`src/scr_pkg.sv`:
```
// ----------------------------------------------------------------------------
// scr_pkg
// Shared types and constants for the second-chance replacement ring.
// ----------------------------------------------------------------------------
package scr_pkg;

    // Default ring depth
    localparam int CAPACITY_DEFAULT = 64;

    // Field widths
    localparam int PAGE_W   = 16;
    localparam int STATUS_W = 2;
    localparam int ENTRY_W  = PAGE_W + 1;   // {referenced, page}

    // Operation codes (s_axis_tuser)
    localparam logic OP_INSERT = 1'b0;
    localparam logic OP_EVICT  = 1'b1;

    // Status codes (m_axis_tuser)
    localparam logic [STATUS_W-1:0] STATUS_DONE  = 2'd0;
    localparam logic [STATUS_W-1:0] STATUS_EMPTY = 2'd1;
    localparam logic [STATUS_W-1:0] STATUS_FULL  = 2'd2;

    // Sequencer states
    typedef enum logic [1:0] {
        ST_IDLE,    // waiting for a beat
        ST_EXEC,    // insert, empty or full result, or issue the head read of an evict walk
        ST_CHECK    // head entry read back: rotate it or take it as victim
    } state_t;

endpackage

```
`src/second_chance_replacement_ring.sv`:
```
// ----------------------------------------------------------------------------
// second_chance_replacement_ring
// Bounded circular queue of page ids with reference bits; evicts by the
// second-chance (clock) rule.
// ----------------------------------------------------------------------------
// One operation is handled at a time. An insert, and any operation that ends
// in an empty or full status, loads its result from ST_EXEC. An evict reads
// the head entry in ST_EXEC and checks it in ST_CHECK, where each of the k
// referenced head entries is rotated to the tail before the victim is found
// (k <= entry count): each walk step is one synchronous read of the slot
// memory followed by one write-back, so the single-port slot memory sets the
// pace. The next beat is taken once the result is loaded and the block is
// back in ST_IDLE. Reference bits live next to the page ids in the same
// memory; only slots inside the valid window are ever read, so no clearing
// pass is needed after reset and the block is ready right away. A finished
// result sits in an output register, and the next beat is accepted while it
// waits to be taken; the block holds the following result back until that
// register is free.
// ----------------------------------------------------------------------------
module second_chance_replacement_ring
    import scr_pkg::*;
#(
    parameter int CAPACITY = CAPACITY_DEFAULT
)
(
    input  logic                clk,
    input  logic                rst_n,

    input  logic                s_axis_tvalid,
    output logic                s_axis_tready,
    input  logic [PAGE_W-1:0]   s_axis_tdata,   // [15:0] page_id
    input  logic                s_axis_tuser,   // [0] operation

    output logic                m_axis_tvalid,
    input  logic                m_axis_tready,
    output logic [PAGE_W-1:0]   m_axis_tdata,   // [15:0] victim_id
    output logic [STATUS_W-1:0] m_axis_tuser    // [1:0] status
);

    localparam int IDX_W = $clog2(CAPACITY);
    localparam int CNT_W = $clog2(CAPACITY + 1);
    localparam int SUM_W = CNT_W + 1;

    // Control state
    state_t             state_reg, state_next;
    logic [IDX_W-1:0]   head_reg, head_next;
    logic [CNT_W-1:0]   count_reg, count_next;
    logic               out_valid_reg, out_valid_next;

    // Payload registers
    logic               op_reg;
    logic [PAGE_W-1:0]  page_reg;
    logic [PAGE_W-1:0]  victim_reg;
    logic [STATUS_W-1:0] status_reg;

    // Slot memory: {referenced, page}
    logic [ENTRY_W-1:0] slot_mem [CAPACITY];
    logic [ENTRY_W-1:0] rd_data_reg;
    logic               mem_wr_en;
    logic [IDX_W-1:0]   mem_wr_addr;
    logic [ENTRY_W-1:0] mem_wr_data;
    logic               mem_rd_en;

    // Result emission
    logic               emit;
    logic [PAGE_W-1:0]  emit_victim;
    logic [STATUS_W-1:0] emit_status;

    logic               in_beat;
    logic               out_free;
    logic               ring_full;
    logic               ring_empty;
    logic               head_ref;
    logic [SUM_W-1:0]   tail_sum;
    logic [IDX_W-1:0]   tail_idx;
    logic [IDX_W-1:0]   head_inc;

    // Handshake
    assign s_axis_tready = (state_reg == ST_IDLE);
    assign in_beat       = s_axis_tvalid && s_axis_tready;
    assign out_free      = !out_valid_reg || m_axis_tready;

    assign m_axis_tvalid = out_valid_reg;
    assign m_axis_tdata  = victim_reg;
    assign m_axis_tuser  = status_reg;

    // Ring arithmetic: head + count stays below twice the depth
    assign ring_full  = (count_reg == CNT_W'(CAPACITY));
    assign ring_empty = (count_reg == '0);
    assign tail_sum   = SUM_W'(head_reg) + SUM_W'(count_reg);
    assign tail_idx   = (tail_sum >= SUM_W'(CAPACITY)) ?
                        IDX_W'(tail_sum - SUM_W'(CAPACITY)) : IDX_W'(tail_sum);
    assign head_inc   = (head_reg == IDX_W'(CAPACITY - 1)) ? '0 : head_reg + 1'b1;
    assign head_ref   = rd_data_reg[ENTRY_W-1];

    // Next-state logic
    always_comb
    begin
        state_next = state_reg;
        case (state_reg)
            ST_IDLE:
            begin
                if (in_beat)
                begin
                    state_next = ST_EXEC;
                end
            end
            ST_EXEC:
            begin
                if (op_reg == OP_EVICT && !ring_empty)
                begin
                    state_next = ST_CHECK;
                end
                else if (out_free)
                begin
                    state_next = ST_IDLE;
                end
            end
            ST_CHECK:
            begin
                if (head_ref)
                begin
                    state_next = ST_EXEC;
                end
                else if (out_free)
                begin
                    state_next = ST_IDLE;
                end
            end
            default:
            begin
                state_next = ST_IDLE;
            end
        endcase
    end

    // Datapath and memory control
    always_comb
    begin
        mem_wr_en   = 1'b0;
        mem_wr_addr = tail_idx;
        mem_wr_data = {1'b0, rd_data_reg[PAGE_W-1:0]};
        mem_rd_en   = 1'b0;
        emit        = 1'b0;
        emit_victim = '0;
        emit_status = STATUS_DONE;
        head_next   = head_reg;
        count_next  = count_reg;
        case (state_reg)
            ST_EXEC:
            begin
                if (op_reg == OP_EVICT)
                begin
                    if (ring_empty)
                    begin
                        emit        = out_free;
                        emit_status = STATUS_EMPTY;
                    end
                    else
                    begin
                        mem_rd_en = 1'b1;
                    end
                end
                else if (ring_full)
                begin
                    emit        = out_free;
                    emit_status = STATUS_FULL;
                end
                else if (out_free)
                begin
                    // append at the tail with the reference bit set
                    emit        = 1'b1;
                    mem_wr_en   = 1'b1;
                    mem_wr_data = {1'b1, page_reg};
                    count_next  = count_reg + 1'b1;
                end
            end
            ST_CHECK:
            begin
                if (head_ref)
                begin
                    // second chance: move to the tail with the bit cleared
                    mem_wr_en = 1'b1;
                    head_next = head_inc;
                end
                else if (out_free)
                begin
                    emit        = 1'b1;
                    emit_victim = rd_data_reg[PAGE_W-1:0];
                    head_next   = head_inc;
                    count_next  = count_reg - 1'b1;
                end
            end
            default:
            begin
            end
        endcase
    end

    assign out_valid_next = emit || (out_valid_reg && !m_axis_tready);

    // Control registers
    always_ff @(posedge clk or negedge rst_n)
    begin
        if (!rst_n)
        begin
            state_reg     <= ST_IDLE;
            head_reg      <= '0;
            count_reg     <= '0;
            out_valid_reg <= 1'b0;
        end
        else
        begin
            state_reg     <= state_next;
            head_reg      <= head_next;
            count_reg     <= count_next;
            out_valid_reg <= out_valid_next;
        end
    end

    // Payload registers
    always_ff @(posedge clk)
    begin
        if (in_beat)
        begin
            op_reg   <= s_axis_tuser;
            page_reg <= s_axis_tdata;
        end
        if (emit)
        begin
            victim_reg <= emit_victim;
            status_reg <= emit_status;
        end
    end

    // Slot memory, registered read; read and write never share a cycle
    always_ff @(posedge clk)
    begin
        if (mem_wr_en)
        begin
            slot_mem[mem_wr_addr] <= mem_wr_data;
        end
        if (mem_rd_en)
        begin
            rd_data_reg <= slot_mem[head_reg];
        end
    end

endmodule

```
`config.mk`:
```
export PLATFORM = sky130hd
export DESIGN_NAME = second_chance_replacement_ring
export DESIGN_NICKNAME = d
export VERILOG_FILES = /design/src/scr_pkg.sv /design/src/second_chance_replacement_ring.sv
export SDC_FILE = /design/constraint.sdc
export NUM_CORES = 1
export LEC_CHECK = 0
export BUFFER_PORTS_ARGS = -buffer_cell sky130_fd_sc_hd__buf_2
export CORE_AREA = 10 10 436 226
export CTS_CLUSTER_DIAMETER = 30
export DETAILED_ROUTE_END_ITERATION = 8
export DIE_AREA = 0 0 446 236
export HOLD_SLACK_MARGIN = 0.03
export PLACE_DENSITY = 0.76
export SYNTH_ARGS = -nofsm -noshare
export SYNTH_HDL_FRONTEND = slang
export SYNTH_SLANG_ARGS = --single-unit
export TNS_END_PERCENT = 1
```
`constraint.sdc`:
```
create_clock -name clk -period 6.14 [get_ports clk]
set_input_delay 0.307 -clock clk [delete_from_list [all_inputs] [get_ports clk]]
set_output_delay 0.307 -clock clk [all_outputs]
set_load 0.005 [all_outputs]
```
# ---- After elaboration in Yosys (flattened, before gate mapping)
# Memories as Yosys holds them, arrays and structs flattened. A register that Yosys moved wholly into a read port is not among the register bits.
# Cells that the tools add are included.
dict set report classes {
  add_sub_neg 5
  magnitude_cmp 1
  n_eq_ne 10
  mux 37
  reduce_logical 15
  bitwise_logic 2
}
# cell n
set ops {}
lappend ops {{$mux W17} 4}
lappend ops {{$mux W7} 5}
lappend ops {{$mux W6} 4}
lappend ops {{$mux W1} 14}
lappend ops {{$pmux W7 S2} 1}
lappend ops {{$mux W2} 6}
lappend ops {{$ne A2 B2 Y1 const B} 5}
lappend ops {{$add A6 B7 Y8} 1}
lappend ops {{$ge A8 B7 Y1 const B} 1}
lappend ops {{$add A7 B1 Y7 const B} 1}
lappend ops {{$eq A7 B7 Y1 const B} 1}
lappend ops {{$logic_not A7 Y1} 1}
lappend ops {{$sub A7 B1 Y7 const B} 1}
lappend ops {{$add A6 B1 Y6 const B} 1}
lappend ops {{$eq A6 B6 Y1 const B} 1}
lappend ops {{$pmux W2 S3} 1}
lappend ops {{$reduce_and A6 Y1} 1}
lappend ops {{$sub A6 B1 Y6 const B} 1}
lappend ops {{$pmux W1 S2} 2}
lappend ops {{$reduce_bool A2 Y1} 2}
lappend ops {{$logic_and A1 B1 Y1} 3}
lappend ops {{$logic_not A1 Y1} 3}
lappend ops {{$reduce_or A3 Y1} 1}
lappend ops {{$eq A2 B1 Y1 const B} 1}
lappend ops {{6 further kinds} 8}
dict set report totals {
  memories 1
  out_inout_bits 20
  inputBits 21
  wordCells 79
  ramBits 1088
  regBits 51
}
# memory depth width rd rd_clocked_by_memory_dff write_ports line_no
set memory_table {}
lappend memory_table {slot_mem 64 17 1 1 1 second_chance_replacement_ring.sv:57} ;# logic [ENTRY_W-1:0] slot_mem [CAPACITY];

# ---- Longest topological paths before layout
dict set report logic_depth {
  depth_word 8
  ltp_mapped 9
}

# ---- Worst setup path before layout
# Ideal clock, no wire load.
dict set report synth_path {
  path_kind {register to register}
  start {register count_reg[0]}
  end {memory slot_mem[32][0] in the netlist's numbering, enable pin}
  synth_period_minus_slack_ps 3675
  n_path_buf 1
  required_time_ps 5728
  stages_incl_launch_ff 9
  arrival_ps 3262
  slack_ps 2465
  path_cell_list {dfrtp_1 -> ha_1 -> fa_1 -> a21o_1 -> a21oi_1 -> xor2_1 -> nand2_1 -> clkbuf_1 -> nor3_1}
}
dict set report synth_via {
  elab_chain_cells 6
  word_cells_on_any_way 10
}
# item line_no
set synth_lines {}
lappend synth_lines {{start, declared} second_chance_replacement_ring.sv:47} ;# logic [CNT_W-1:0] count_reg, count_next;
lappend synth_lines {{start signal, assigned} second_chance_replacement_ring.sv:216} ;# count_reg <= count_next;
lappend synth_lines {{parallel branches: the longest is 6 deep, another holds $add A6 B7 Y8} n/a}
lappend synth_lines {{end, declared} second_chance_replacement_ring.sv:57}
# Parallel ways; which one is timed is not known.

==> results.ini <==
[sta]
skew_ps = 39.7
setup_violations = 0
drv_slew = 0
tightest_slew_ps = 1410
fin_setup_tns_ps = 0
max_freq_mhz = 226
maxSlewHeadroom_pct = 5.58
fin_crit_ps = 4430
fin_crit_sh_pct = 72.2
hold_viol = 0
rsz0062_at_grt = false

[power_and_ir_drop]
leakagePower_nw = 16.6
ir_drop_v = 0.000407
intPower_mw = 16.5
switching_share_pct = 33.6
switchingPower_mw = 8.32
pwr-share-clk_pct = 30.0
pwr-share-comb_pct = 27.8
total_power_mw = 24.8
power_frac_seq_pct = 42.2
pwr_density_cell_nw_per_um2 = 479

[run]
max_cap_viol_count = 0

[routing]
drt_iter0_markers = 4017
wl_per_cell_um = 32.9
num_vias = 24000
viasPerCell = 6.58
antenna_left = 0
routed_wl_um = 120000
drcViolationCount = 0
first_pass_iters = 6

[cts]
cts_sinks = 1156
root_buffer = clkbuf_16
cts_tree = done
clk_latency_ps = 750
postCtsResizedCells = 0
cts_buffer_depth = 3
post-cts-setup-buffer-count = 0
cts_buffers = 121
clk_pin_slew_ps = 70
htree_num_levels = 3

[global_route]
grt_overflow_total = 0
grt.total_usage_pct = 22.4
antenna_found_initial = 3
grt_pass1_wl_um = 171000
first_global_vias = 23300
grt_max_degree = 104

[setup_path]
critical_path_required_ps = 6610
startpoint_type = flip-flop
reg2reg_from = head_reg[0]$_DFFE_PN0P_
cp_max_fo = 61
r2r-end = rd_data_reg[1]$_DFFE_PP_
crit_type = reg -> reg
crit_arrival_ps = 4910
ff2ff_path_depth = 7
rrSetupSlack_ps = 1710
setup.worst_path.end_class = flip-flop

[synthesis]
yosys_warnings = 0
yosys-top-cells-area = edfxtp_1 (76%), mux4_2 (11%), mux2i_1 (2.2%)
synth_common_cells = edfxtp_1 (1,140), mux4_2 (213), mux2i_1 (99)
synth_largest_area_cell = edfxtp_1
post_synth_num_cell_types = 57
synth-edff-count = 1140
yosysTopAreaCellShare_pct = 75.9
ys_seq_elements = 1156
postSynthAreaPerCell_um2 = 20.9
syn_inst = 2156
yosysMostFrequentCell = edfxtp_1
netlist_area_um2 = 45100
synthArstFlopShare_pct = 1.38
yosysSeqAreaShare_pct = 76.8
synth_flop_cell = edfxtp_1
synth_fp_nets = 2194

[placed_design]
dp_hpwl_um = 71500
portBuffers = 40
routabilityCongestion = 0.923

[cells_and_area]
drive_gt1_share_pct = 29.7
area_growth_pct = 14.6
largest_reg_flops = 1088
fin_nets = 2363

[die]
io_pins = 41
row_count = 79
dieHeight_um = 236
initial_core_util_pct = 49.3
core_area_um2 = 91400
die_area_um2 = 105000
fp.dieW_um = 446

[hold_path]
worstHoldPathType = in -> async

[status]
status = finished, final reports clean

[power by group through the flow]
stage	registers [mW]	clock network [mW]	logic, mW
after floorplan	10.3	0	4.32
after global placement	10.6	0	6.44
after detailed placement	10.6	0	6.65
after CTS	10.4	7.52	6.71
after global routing	10.5	7.83	7.19
final	10.5	7.45	6.88
[worst max-delay path, stage by stage, from the launching register on]
cell,delay [ps]
dfrtp_4,940
buf_12,470
buf_4,710
mux4_2,660
o22ai_1,450
o22ai_1,350
o211ai_1,390
nand2_1,80
[kinds of logic (layout without fill, tap and decap cells)]
family                     count (synthesis)  count (layout)  share of synthesized area (%)
buffers and inverters                    142             415                           1.58
AOI/OAI and AO/OA                        271             271                           4.30
muxes                                    384             384                           14.6
and+or+nand+nor                          173             173                           1.96
DFF                                     1156            1156                           76.8
xor gates and xnor gates                  13              13                          0.252
other                                      0               3                              0
adders and majority gates                 17              17                          0.505
[worst max-delay path by stage]
stage / startpoint / to / slack, ps / cells after the start
detailed placement: head_reg[0]$_DFFE_PN0P_ / rd_data_reg[1]$_DFFE_PP_ / 1770 / 7
floorplan: count_reg[0]$_DFFE_PN0P_ / slot_mem[32][0]$_DFFE_PP_ / 2470 / 8
global placement: head_reg[0]$_DFFE_PN0P_ / rd_data_reg[1]$_DFFE_PP_ / 1790 / 7
finish: head_reg[0]$_DFFE_PN0P_ / rd_data_reg[1]$_DFFE_PP_ / 1710 / 7
CTS: head_reg[0]$_DFFE_PN0P_ / rd_data_reg[1]$_DFFE_PP_ / 1760 / 7
global route: head_reg[0]$_DFFE_PN0P_ / rd_data_reg[1]$_DFFE_PP_ / 1480 / 7
[placed cells by master, fill, tap and decap left out, types with 31 or more instances in the layout]
master     synthesis  layout
a211oi_1          32      32
buf_2             30      40
buf_4             28     112
clkbuf_16          0     122
edfxtp_1        1140    1140
mux2_2            72      72
mux2i_1           99      99
mux4_2           213     213
nand2_1           37      37
nor3_2             0      64
o21ai_0           43      43
o221ai_1          31      31
o22ai_1           59      59
[cell type report]
class	count	area (um^2)
diodes	3	7.51
clock buffers	132	3090
clock inverters	95	985
fillers	6411	39700
inverters	14	52.6
multi-input cells	858	10100
flip-flops and latches	1156	34600
well taps	1215	1520
repair buffers	174	1290
[per-stage QoR]
stage	utilization (%)	hold slack [ps]	worst slack (ps)	instance area, um^2	cells
after floorplan	-	11.4	2470	45100	2156
after global placement	51.9	258	1790	47400	3398
after detailed placement	51.9	269	1770	47400	3398
after CTS	56.5	34.1	1760	51700	3644
after global routing	56.5	120	1480	51700	3644
final	56.5	83.5	1710	51700	3647
[per-layer routing]
metal	vias up	share of wire (%)	GRT usage (%)
met5	-	0.17	0
met4	4	1.5	4.38
met3	178	19	12.1
met2	1885	39	28.6
met1	12500	40	33.4
li1	9443	-	-
[timing repair]
action,CTS,global route
hold endpoints to repair,35,0
hold buffers,19,0
setup endpoints to repair,0,0
(Power assumes the default switching activity.)
